--- config.mk ---
export PLATFORM = sky130hd
export DESIGN_NAME = uuid_hex_text_parser_top
export DESIGN_NICKNAME = d
export VERILOG_FILES = /design/src/design/uhtp_pkg.sv /design/src/design/uhtp_char_decode.sv /design/src/design/uhtp_accum.sv /design/src/design/uuid_hex_text_parser_top.sv
export SDC_FILE = /design/constraint.sdc
export NUM_CORES = 1
export LEC_CHECK = 0
export ABC_AREA = 1
export BUFFER_PORTS_ARGS = -buffer_cell sky130_fd_sc_hd__buf_2
export CAP_MARGIN = 40
export CORE_MARGIN = 5
export CORE_UTILIZATION = 30
export CTS_CLUSTER_DIAMETER = 40
export DETAILED_ROUTE_END_ITERATION = 7
export PLACE_DENSITY = 0.59
export SYNTH_ARGS = -nofsm -noshare
export SYNTH_HDL_FRONTEND = slang
export SYNTH_SLANG_ARGS = --single-unit
--- constraint.sdc ---
create_clock -name clock -period 6.4 [get_ports clock]
set_clock_uncertainty 0.1 [all_clocks]
set_input_delay 0.64 -clock clock [delete_from_list [all_inputs] [get_ports clock]]
set_output_delay 0.64 -clock clock [all_outputs]
set_load 0.05 [all_outputs]
--- src/design/uhtp_pkg.sv ---
// ----------------------------------------------------------------------------
// uhtp_pkg
// Shared types and constants for the UUID hex text parser.
// ----------------------------------------------------------------------------
package uhtp_pkg;

   localparam int unsigned CHAR_W      = 8;
   localparam int unsigned ID_W        = 128;
   localparam int unsigned HALF_W      = 64;
   localparam int unsigned COUNT_W     = 6;
   localparam int unsigned DASH_W      = 3;
   localparam int unsigned NIBBLE_IDX_W = 5;

   localparam logic [COUNT_W-1:0] DIGITS_FULL = 6'd32;
   localparam logic [DASH_W-1:0]  MAX_DASHES  = 3'd4;

   localparam logic [CHAR_W-1:0] CHAR_NUL   = 8'h00;
   localparam logic [CHAR_W-1:0] CHAR_DASH  = 8'h2d;
   localparam logic [CHAR_W-1:0] CHAR_0     = 8'h30;
   localparam logic [CHAR_W-1:0] CHAR_9     = 8'h39;
   localparam logic [CHAR_W-1:0] CHAR_LC_A  = 8'h61;
   localparam logic [CHAR_W-1:0] CHAR_LC_F  = 8'h66;
   localparam logic [CHAR_W-1:0] CHAR_UC_A  = 8'h41;
   localparam logic [CHAR_W-1:0] CHAR_UC_F  = 8'h46;

   typedef enum logic [1:0] {
      ERR_NONE     = 2'd0,
      ERR_BAD_CHAR = 2'd1,
      ERR_DASHES   = 2'd2,
      ERR_LENGTH   = 2'd3
   } error_kind_type;

   // Classification of one character byte.
   typedef struct packed {
      logic       is_nul;
      logic       is_dash;
      logic       is_hex;
      logic [3:0] nibble;
   } char_class_type;

   // One finished result.
   typedef struct packed {
      logic [HALF_W-1:0] id_high;
      logic [HALF_W-1:0] id_low;
      logic              ok;
      error_kind_type    error_kind;
   } result_type;

endpackage

--- src/design/uhtp_char_decode.sv ---
// ----------------------------------------------------------------------------
// uhtp_char_decode
// Classifies a character byte: NUL, dash, hex digit (with its value) or other.
// ----------------------------------------------------------------------------
module uhtp_char_decode (
   input  logic [uhtp_pkg::CHAR_W-1:0] ch,
   output uhtp_pkg::char_class_type    cls
);

   logic is_dec;
   logic is_lc;
   logic is_uc;
   logic [uhtp_pkg::CHAR_W-1:0] diff_dec;
   logic [uhtp_pkg::CHAR_W-1:0] diff_lc;
   logic [uhtp_pkg::CHAR_W-1:0] diff_uc;

   assign is_dec = (ch >= uhtp_pkg::CHAR_0)    && (ch <= uhtp_pkg::CHAR_9);
   assign is_lc  = (ch >= uhtp_pkg::CHAR_LC_A) && (ch <= uhtp_pkg::CHAR_LC_F);
   assign is_uc  = (ch >= uhtp_pkg::CHAR_UC_A) && (ch <= uhtp_pkg::CHAR_UC_F);

   assign diff_dec = ch - uhtp_pkg::CHAR_0;
   assign diff_lc  = ch - uhtp_pkg::CHAR_LC_A + 8'd10;
   assign diff_uc  = ch - uhtp_pkg::CHAR_UC_A + 8'd10;

   always_comb begin
      cls.is_nul  = (ch == uhtp_pkg::CHAR_NUL);
      cls.is_dash = (ch == uhtp_pkg::CHAR_DASH);
      cls.is_hex  = is_dec || is_lc || is_uc;
      priority if (is_dec) begin
         cls.nibble = diff_dec[3:0];
      end else if (is_lc) begin
         cls.nibble = diff_lc[3:0];
      end else if (is_uc) begin
         cls.nibble = diff_uc[3:0];
      end else begin
         cls.nibble = 4'd0;
      end
   end

endmodule

--- src/design/uhtp_accum.sv ---
// ----------------------------------------------------------------------------
// uhtp_accum
// Parse state: packed identifier, digit and dash counts, sticky error.
// Updates once per stepped character and forms the result on NUL.
// ----------------------------------------------------------------------------
module uhtp_accum (
   input  logic                     clock,
   input  logic                     reset,
   input  logic                     step,
   input  uhtp_pkg::char_class_type cls,
   output uhtp_pkg::result_type     result
);

   logic [uhtp_pkg::ID_W-1:0]    id_ff,     id_in;
   logic [uhtp_pkg::COUNT_W-1:0] digits_ff, digits_in;
   logic [uhtp_pkg::DASH_W-1:0]  dashes_ff, dashes_in;
   uhtp_pkg::error_kind_type     error_ff,  error_in;

   logic                              busy_done;
   logic [uhtp_pkg::NIBBLE_IDX_W-1:0] nib_pos;
   uhtp_pkg::error_kind_type          final_err;

   // Full identifier or an earlier error freezes the state until NUL.
   assign busy_done = (error_ff != uhtp_pkg::ERR_NONE) || digits_ff[uhtp_pkg::COUNT_W-1];
   // First digit lands in the top nibble.
   assign nib_pos   = ~digits_ff[uhtp_pkg::NIBBLE_IDX_W-1:0];

   always_comb begin
      id_in     = id_ff;
      digits_in = digits_ff;
      dashes_in = dashes_ff;
      error_in  = error_ff;
      if (step) begin
         priority if (cls.is_nul) begin
            id_in     = '0;
            digits_in = '0;
            dashes_in = '0;
            error_in  = uhtp_pkg::ERR_NONE;
         end else if (busy_done) begin
            // ignored
         end else if (cls.is_dash) begin
            dashes_in = dashes_ff + 3'd1;
            if (dashes_ff == uhtp_pkg::MAX_DASHES) begin
               error_in = uhtp_pkg::ERR_DASHES;
            end
         end else if (!cls.is_hex) begin
            error_in = uhtp_pkg::ERR_BAD_CHAR;
         end else begin
            id_in[{nib_pos, 2'b00} +: 4] = cls.nibble;
            digits_in = digits_ff + 6'd1;
         end
      end
   end

   always_ff @(posedge clock) begin
      if (reset) begin
         id_ff     <= '0;
         digits_ff <= '0;
         dashes_ff <= '0;
         error_ff  <= uhtp_pkg::ERR_NONE;
      end else begin
         id_ff     <= id_in;
         digits_ff <= digits_in;
         dashes_ff <= dashes_in;
         error_ff  <= error_in;
      end
   end

   always_comb begin
      if ((error_ff == uhtp_pkg::ERR_NONE) && (digits_ff != uhtp_pkg::DIGITS_FULL)) begin
         final_err = uhtp_pkg::ERR_LENGTH;
      end else begin
         final_err = error_ff;
      end
      result.id_high    = id_ff[uhtp_pkg::ID_W-1:uhtp_pkg::HALF_W];
      result.id_low     = id_ff[uhtp_pkg::HALF_W-1:0];
      result.ok         = (final_err == uhtp_pkg::ERR_NONE);
      result.error_kind = final_err;
   end

endmodule

--- src/design/uuid_hex_text_parser_top.sv ---
// ----------------------------------------------------------------------------
// uuid_hex_text_parser_top
// Streams text bytes in, emits one parsed 128-bit identifier per NUL.
// ----------------------------------------------------------------------------
// Usage:
//   req_ch carries one character per transfer. Non-NUL bytes update the parse
//   state and give no result; a NUL closes the string and gives exactly one
//   rsp_ transfer with the identifier, rsp_ok and rsp_error_kind, after which
//   the state clears for the next string.
//   Throughput: one character per cycle, sustained, as long as results are
//   taken. Each byte is held in the input register, then the decode
//   and state update happen in a single pass into the state/result registers.
//   A transferred NUL reaches rsp_valid via the input and result registers.
//   Stall: the result register holds while rsp_ready is low. Plain bytes keep
//   flowing; a NUL waits in the input register until the result slot is free,
//   and req_ready drops only then.
//   Reset (synchronous, active high): empties both registers and clears the
//   parse state (zero identifier, no digits, no dashes, no error).
// ----------------------------------------------------------------------------
module uuid_hex_text_parser_top (
   input  logic                                clock,
   input  logic                                reset,
   input  logic                                req_valid,
   output logic                                req_ready,
   input  logic [uhtp_pkg::CHAR_W-1:0]         req_ch,
   output logic                                rsp_valid,
   input  logic                                rsp_ready,
   output logic [uhtp_pkg::HALF_W-1:0]         rsp_id_high,
   output logic [uhtp_pkg::HALF_W-1:0]         rsp_id_low,
   output logic                                rsp_ok,
   output logic [1:0]                          rsp_error_kind
);

   // Input register
   logic                        in_vld_ff, in_vld_in;
   logic [uhtp_pkg::CHAR_W-1:0] in_ch_ff;

   // Result register
   logic                 rsp_vld_ff, rsp_vld_in;
   uhtp_pkg::result_type rsp_ff;

   uhtp_pkg::char_class_type cls;
   uhtp_pkg::result_type     result;
   logic                     slot_free;
   logic                     advance;
   logic                     emit;

   uhtp_char_decode u_decode (
      .ch  (in_ch_ff),
      .cls (cls)
   );

   // Result slot is free when empty or being drained this cycle.
   assign slot_free = !rsp_vld_ff || rsp_ready;
   // Plain bytes always move; a NUL needs the result slot.
   assign advance   = in_vld_ff && (!cls.is_nul || slot_free);
   assign emit      = advance && cls.is_nul;
   assign req_ready = !in_vld_ff || advance;

   uhtp_accum u_accum (
      .clock  (clock),
      .reset  (reset),
      .step   (advance),
      .cls    (cls),
      .result (result)
   );

   assign in_vld_in  = (req_valid && req_ready) || (in_vld_ff && !advance);
   assign rsp_vld_in = emit || (rsp_vld_ff && !rsp_ready);

   always_ff @(posedge clock) begin
      if (reset) begin
         in_vld_ff  <= 1'b0;
         rsp_vld_ff <= 1'b0;
      end else begin
         in_vld_ff  <= in_vld_in;
         rsp_vld_ff <= rsp_vld_in;
      end
   end

   // Payload registers, no reset needed.
   always_ff @(posedge clock) begin
      if (req_valid && req_ready) begin
         in_ch_ff <= req_ch;
      end
      if (emit) begin
         rsp_ff <= result;
      end
   end

   assign rsp_valid      = rsp_vld_ff;
   assign rsp_id_high    = rsp_ff.id_high;
   assign rsp_id_low     = rsp_ff.id_low;
   assign rsp_ok         = rsp_ff.ok;
   assign rsp_error_kind = rsp_ff.error_kind;

endmodule

==> results.md, run 1 <==
* Asr flop ratio synth at 0%
* Cell Count Post-Placement at 1626
* Register area at 0.00700 sq mm
* Post-synth EDFFs at 139
* Htree depth at 1
* Drt first pass iters at 5
* Initial antenna violation count at 1
* Worst-path clk slew at 0.06 ns
* Share of power burned in registers at 50.3%
* Main synth FF type: dfxtp_1
* Setup_tns at 0 ns
* Post-route insts no fill at 1684
* Synth area leader: edfxtp_1
* Sequential area share after synthesis at 65.1%
* Share of layout cells above drive strength 1 at 21.7%
* Port bufs at 144
* Fin Hold WS at 0.171 ns
* Via Count at 8046
* Multi-input logic area at 0.00337 sq mm
* Number of global-route vias before repair at 7688
* CTS tree: built
* Die area at 0.0397 sq mm
* Reg2Reg Depth at 11
* Root buffer cell: clkbuf_16
* Psw at 0.815 mW
* Unrepaired setup endpoints after global routing: no
* Final hold violations at 0
* Synth warnings at 0
* R2R Setup Slk at 2.97 ns
* Gr ovfl total at 0
* Setup crit start kind: flop
* Area Overhead vs Synth at 20.4%
* MaxCap Viol Count at 0
* Top Ports at 145
* GRT Total Usage at 13.7%
* Int Power at 2.91 mW
* Largest net degree at the start of global routing at 75
* Slew Limit Fails at 0
* Detailed Place HPWL at 19.6 mm
* Die span in x at 199 um
* Final Cycle Share at 53.6%
* Critical hold path startpoint: req_ch[3]
* Post-CTS setup buffer count at 0
* Post-synthesis cell area at 0.0108 sq mm
* Row cnt at 69
* Top cells by count, synth: nand2_1, a21oi_1, dfxtp_1
* Vert. Die Dim at 199 um
* Power density cells at 288 mW/mm^2
* Core ar. at 0.0355 sq mm
* Slew margin rel. at 43.5%
* # clock sinks at 280
* Reg-to-Reg Start: in_ch_ff[0]$_DFFE_PP_
* Clk_lat worst skew at 0.55 ns
* Final setup fails at 0
* Combinational share of power at 2.2%
* P_leak at 4.98 nW
* Synthesized flop and latch total at 280
* CP required at 6.70 ns
* Worst hold path class: input pin to flop
* First DRT Iteration DRCs at 705
* Post-synthesis net count at 1085
* Net Sw Frac at 21.9%
* Synth Instances at 1063
* FMAX at 0.292 GHz
* RePlAce Congestion at 0.813
* Total power at 3.73 mW
* Top post-synthesis cells by area: edfxtp_1, dfxtp_1, nand2_1, a21oi_1, nand3_1
* CP arrival at 3.73 ns
* Worst Hold End: in_ch_ff[3]$_DFFE_PP_
* Nets at 1221
* ANT nets after route at 0
* Slew @ Worst Pin at 0.847 ns
* R2r endpoint: u_accum.id_ff[5]$_SDFFE_PP0P_
* Most instantiated library cell after synthesis: nand2_1
* Drt wl/cell at 16.8 um
* Final min period at 3.43 ns
* Status: finished clean
* Final Util at 36.5%
* Crit-path max FO at 31
* CP Capture Type: flop
* Max clock buf depth at 3
* Synth unique cells at 30
* WHS Path Cells at 1
* Via/cell ratio at 4.78
* Syn avg cell area at 10.1 sq um
* Clk pwr share at 47.5%
* PostCTS Resize Cnt at 0
* Worst VDD drop at 0.185 mV
* Total CTS buffers at 31
* Number of inserted diodes at 0
* Starting density of the core at 30.3%
* Filler cells at 3506
* Hold_buf cts at 0
* Share of the synthesized area in the top cell type at 38.8%
* DRC at 0
* Crit Path Category: flop to flop
* Global-route wire length before repair at 43.6 mm
* Routed wire length at 28.3 mm
## worst max-delay path by stage
stage / start / endpoint / slack (ns) / cells past startpoint
2_1_floorplan: in_ch_ff[0]$_DFFE_PP_ / u_accum.id_ff[16]$_SDFFE_PP0P_ / 1.75 / 10
3_3_place_gp: in_ch_ff[0]$_DFFE_PP_ / u_accum.id_ff[4]$_SDFFE_PP0P_ / 2.55 / 11
3_5_place_dp: in_ch_ff[0]$_DFFE_PP_ / u_accum.id_ff[5]$_SDFFE_PP0P_ / 2.99 / 11
4_1_cts: in_ch_ff[0]$_DFFE_PP_ / u_accum.id_ff[5]$_SDFFE_PP0P_ / 2.98 / 11
5_1_grt: in_ch_ff[0]$_DFFE_PP_ / u_accum.id_ff[5]$_SDFFE_PP0P_ / 2.60 / 11
6_report: in_ch_ff[0]$_DFFE_PP_ / u_accum.id_ff[5]$_SDFFE_PP0P_ / 2.97 / 11
## sequential cells by signal, indices dropped and copies added, names as in the netlist
name / flops
rsp_id_low: 64
in_ch_ff: 8
rsp_error_kind: 2
u_accum.error_ff: 2
u_accum.id_ff: 128
u_accum.digits_ff: 6
rsp_id_high: 64
in_vld_ff: 1
u_accum.dashes_ff: 3
rsp_ok: 1
rsp_valid: 1
## per-stage QoR
stage / setup WS [ns] / area, sq um
floorplan: 1.75 / 10800
global placement: 2.55 / 11900
detailed placement: 2.99 / 11900
CTS: 2.98 / 12900
global route: 2.60 / 13000
finish: 2.97 / 13000
## critical path, stage by stage (launching register included)
cell and delay [ns]:
edfxtp_1 0.47, inv_1 0.10, ha_1 0.15, nand2_1 0.10, nor3_4 0.30, nor2_2 0.08
nor2_4 0.59, nand2_2 0.38, inv_2 0.48, o21ai_0 0.31, nand2_1 0.14, a21oi_1 0.07
## routing by layer
layer | GRT usage, % | share of wire (%)
met5 | 0 | 0.046
met4 | 3.55 | 1.8
met3 | 2.34 | 6.7
met2 | 21.9 | 46
met1 | 19.5 | 46
## placed cells by master (no fill, tap or decap), drive strengths merged
master    count
clkbuf       33
o211a         1
nand4        47
nor2        125
bufinv        3
xor2          2
or2           1
o21ai        35
inv          54
clkinv       11
buf         152
nor4          1
clkinvlp      3
dfxtp       141
nand3b        1
a21oi       143
nand2       220
edfxtp      139
ha           10
nand3        97
nor3          4
## power by group through the flow
stage / logic (mW) / clock network, mW / registers [mW]
finish: 0.0821 / 1.77 / 1.88
global route: 0.0916 / 1.88 / 1.88
CTS: 0.0825 / 1.81 / 1.88
detailed placement: 0.0822 / 0 / 1.92
global placement: 0.0804 / 0 / 1.92
floorplan: 0.0610 / 0 / 1.92
## cells by family after synthesis
| family | count (synthesis) | share of synthesized area, % |
|---|---|---|
| AND/OR/NAND/NOR | 496 | 21.5 |
| XOR/XNOR | 2 | 0.163 |
| adder cells (fa/ha/maj) | 10 | 1.16 |
| flip-flops | 280 | 65.1 |
| buffers and inverters | 96 | 3.68 |
| AO/OA/AOI/OAI | 179 | 8.48 |
## layout make-up
cell class | instances | share of cell area [%]
tap | 461 | 4.45
clock inverter | 24 | 1.89
clock buffer | 33 | 6.05
sequential | 280 | 54.0
timing repair buffer | 152 | 6.20
multi-input combinational | 687 | 26.0
inverter | 47 | 1.38
Note: power is estimated with default switching activity, not from simulation.
==> inputs of run 2 (changes only) <==
Clock period 6.4 ns to 3.5 ns, I/O delays scaled along.
==> run 2 against run 1 <==
Compared with the run above:
- clock power grew 98%
- flip-flop and latch count is the same
- critical endpoint unchanged
- non-clock buffer count grew 15
- sequential share of layout area shrank 1.1 points
- first-iteration DRC count shrank 20%
==> results.md, run 2 (same netlist as run 1, synthesis figures left out) <==
* ANT nets after route at 0 (unchanged)
* Nets at 1239 (was 1221)
* Top reg by flops: u_accum.id_ff (unchanged)
* Slew Limit Fails at 0 (unchanged)
* Worst path top cell family by delay: simple AND/OR/NAND/NOR gates (unchanged)
* Top Ports at 145 (unchanged)
* Fin Hold WS at 0.0355 ns (was 0.171 ns)
* Final min period at 2.93 ns (was 3.43 ns)
* Met2 usage at 22.1% (was 21.9%)
* Power density cells at 537 mW/mm^2 (was 288 mW/mm^2)
* Number of inserted diodes at 0 (unchanged)
* CP arrival at 3.20 ns (was 3.73 ns)
* Crit-path max FO at 28 (was 31)
* MaxCap Viol Count at 0 (unchanged)
* Setup_tns at 0 ns (unchanged)
* Drt wl/cell at 16.5 um (was 16.8 um)
* Worst hold path class: input pin to flop (unchanged)
* # clock sinks at 280 (unchanged)
* Total power at 7.10 mW (was 3.73 mW)
* Worst VDD drop at 0.340 mV (was 0.185 mV)
* Post-CTS setup buffer count at 0 (unchanged)
* Detailed Place HPWL at 19.7 mm (was 19.6 mm)
* Core ar. at 0.0355 sq mm (unchanged)
* Filler cells at 3559 (was 3506)
* Clk_lat worst skew at 0.51 ns (was 0.55 ns)
* CP required at 3.77 ns (was 6.70 ns)
* Root buffer cell: clkbuf_16 (unchanged)
* Via/cell ratio at 4.78 (about the same)
* Area Overhead vs Synth at 23.1% (was 20.4%)
* First DRT Iteration DRCs at 561 (was 705)
* Vert. Die Dim at 199 um (unchanged)
* GR Util met1 at 19.0% (was 19.5%)
* Number of global-route vias before repair at 7836 (was 7688)
* Cell Chain, Critical Path: inv_1 -> ha_2 -> nand2_2 -> nor3_4 -> inv_2 -> nand2_4 -> nand2_2 -> inv_2 -> o21ai_0 -> nand2_1 -> a21oi_1 (was inv_1 -> ha_1 -> nand2_1 -> nor3_4 -> nor2_2 -> nor2_4 -> nand2_2 -> inv_2 -> o21ai_0 -> nand2_1 -> a21oi_1)
* Final setup fails at 0 (unchanged)
* Htree depth at 2 (was 1)
* CP Capture Type: flop (unchanged)
* Port bufs at 144 (unchanged)
* Status: finished clean (unchanged)
* Starting density of the core at 30.3% (unchanged)
* FMAX at 0.342 GHz (was 0.292 GHz)
* Grt peak-use layer: met2 (unchanged)
* Slew margin rel. at 55.7% (was 43.5%)
* Max clock buf depth at 3 (unchanged)
* Initial antenna violation count at 0 (was 1)
* Commonest non-fill, non-tap cell in the layout: nand2_1 (unchanged)
* Commonest cells after routing, fill and taps aside: nand2_1, buf_2, a21oi_1, dfxtp_1, edfxtp_1 (unchanged)
* Final Cycle Share at 83.6% (was 53.6%)
* Setup crit start kind: flop (unchanged)
* Crit Path Category: flop to flop (unchanged)
* Share of layout cells above drive strength 1 at 22.6% (was 21.7%)
* Max reg flops at 128 (unchanged)
* Total CTS buffers at 34 (was 31)
* Largest net degree at the start of global routing at 109 (was 75)
* P_leak at 5.11 nW (was 4.98 nW)
* Row cnt at 69 (unchanged)
* Unrepaired setup endpoints after global routing: no (unchanged)
* Critical path's slowest cell: inv_2 (was nor2_4)
* Slew @ Worst Pin at 0.665 ns (was 0.847 ns)
* Drt first pass iters at 5 (unchanged)
* Gr ovfl total at 0 (unchanged)
* Global-route wire length before repair at 43.3 mm (was 43.6 mm)
* Via Count at 8137 (was 8046)
* Die span in x at 199 um (unchanged)
* Die area at 0.0397 sq mm (unchanged)
* CTS tree: built (unchanged)
* Routed wire length at 28.1 mm (was 28.3 mm)
* RePlAce Congestion at 0.790 (was 0.813)
* Buf/Inv on CP at 3 (was 2)
* DRC at 0 (unchanged)
* CP peak stage delay at 0.47 ns (was 0.59 ns)
* Grt met3 use at 2.66% (was 2.34%)
* GRT Total Usage at 13.7% (about the same)
* Final hold violations at 0 (unchanged)
* Worst-path clk slew at 0.05 ns (was 0.06 ns)
run 2: cell types whose count changed in the layout (fill, tap and decap cells not counted), moves of 2 or more:
cell           previous run  this run
dlygate4sd3_1             0         9
buf_4                     7        13
clkbuf_16                31        37
clkbuf_1                  2         5
nand2_1                 215       212
clkbuf_8                  0         2
clkinv_1                  4         2
inv_6                     6         4
nand2_2                   3         5
run 2: area by class of cell:
type / instances / area (sq um) / share of cell area [%]
Timing Repair Buffer: 167 / 951 / 7.18
Clock inverter: 18 / 174 / 1.31
Clock buffer: 44 / 972 / 7.35
Sequential cell: 280 / 7000 / 52.9
Tap cell: 461 / 577 / 4.36
Inverter: 47 / 180 / 1.36
Multi-Input combinational cell: 687 / 3380 / 25.6
run 2: path summary, 6_finish.rpt:
kind / start / to / slack [ns] / depth (start not counted)
max: in_ch_ff[0]$_DFFE_PP_ / u_accum.id_ff[5]$_SDFFE_PP0P_ / 0.57 / 11
min: rsp_ready / rsp_valid$_SDFF_PP0_ / 0.04 / 4
max reg2reg: in_ch_ff[0]$_DFFE_PP_ / u_accum.id_ff[5]$_SDFFE_PP0P_ / 0.57 / 11
min reg2reg: u_accum.id_ff[40]$_SDFFE_PP0P_ / rsp_id_low[40]$_DFFE_PP_ / 0.33 / 0
run 2: what timing repair did:
action / CTS / global route
endpoints found under the hold margin: 9 / 0
resized for setup: 0 / 0
hold buffers: 9 / 0
run 2: layer usage:
metal,vias up,part of all wire (%)
li1,3985,-
met1,3843,45
met2,266,46
met3,43,6.4
met4,0,2.2
met5,-,0
run 2: tightest hold or removal path: stages:
cell	delay [ns]
buf_2	0.07
inv_1	0.03
nand2_1	0.06
a21oi_1	0.06
run 2: power by group:
group          leakage, nW  internal [mW]  switching, mW
combinational         1.86         0.0462          0.125
sequential            2.69           3.42        0.00998
clock                0.556           2.14           1.36
run 2: through the flow:
| stage | utilization (%) | instances | area (sq um) | setup WS [ns] |
|---|---|---|---|---|
| 2_1_floorplan | - | 1063 | 10800 | -0.227 |
| 3_3_place_gp | 33.7 | 1632 | 12000 | 0.620 |
| 3_5_place_dp | 33.8 | 1633 | 12000 | 0.603 |
| 4_1_cts | 37.3 | 1704 | 13200 | 0.586 |
| 5_1_grt | 37.3 | 1704 | 13200 | 0.314 |
| 6_report | 37.3 | 1704 | 13200 | 0.572 |
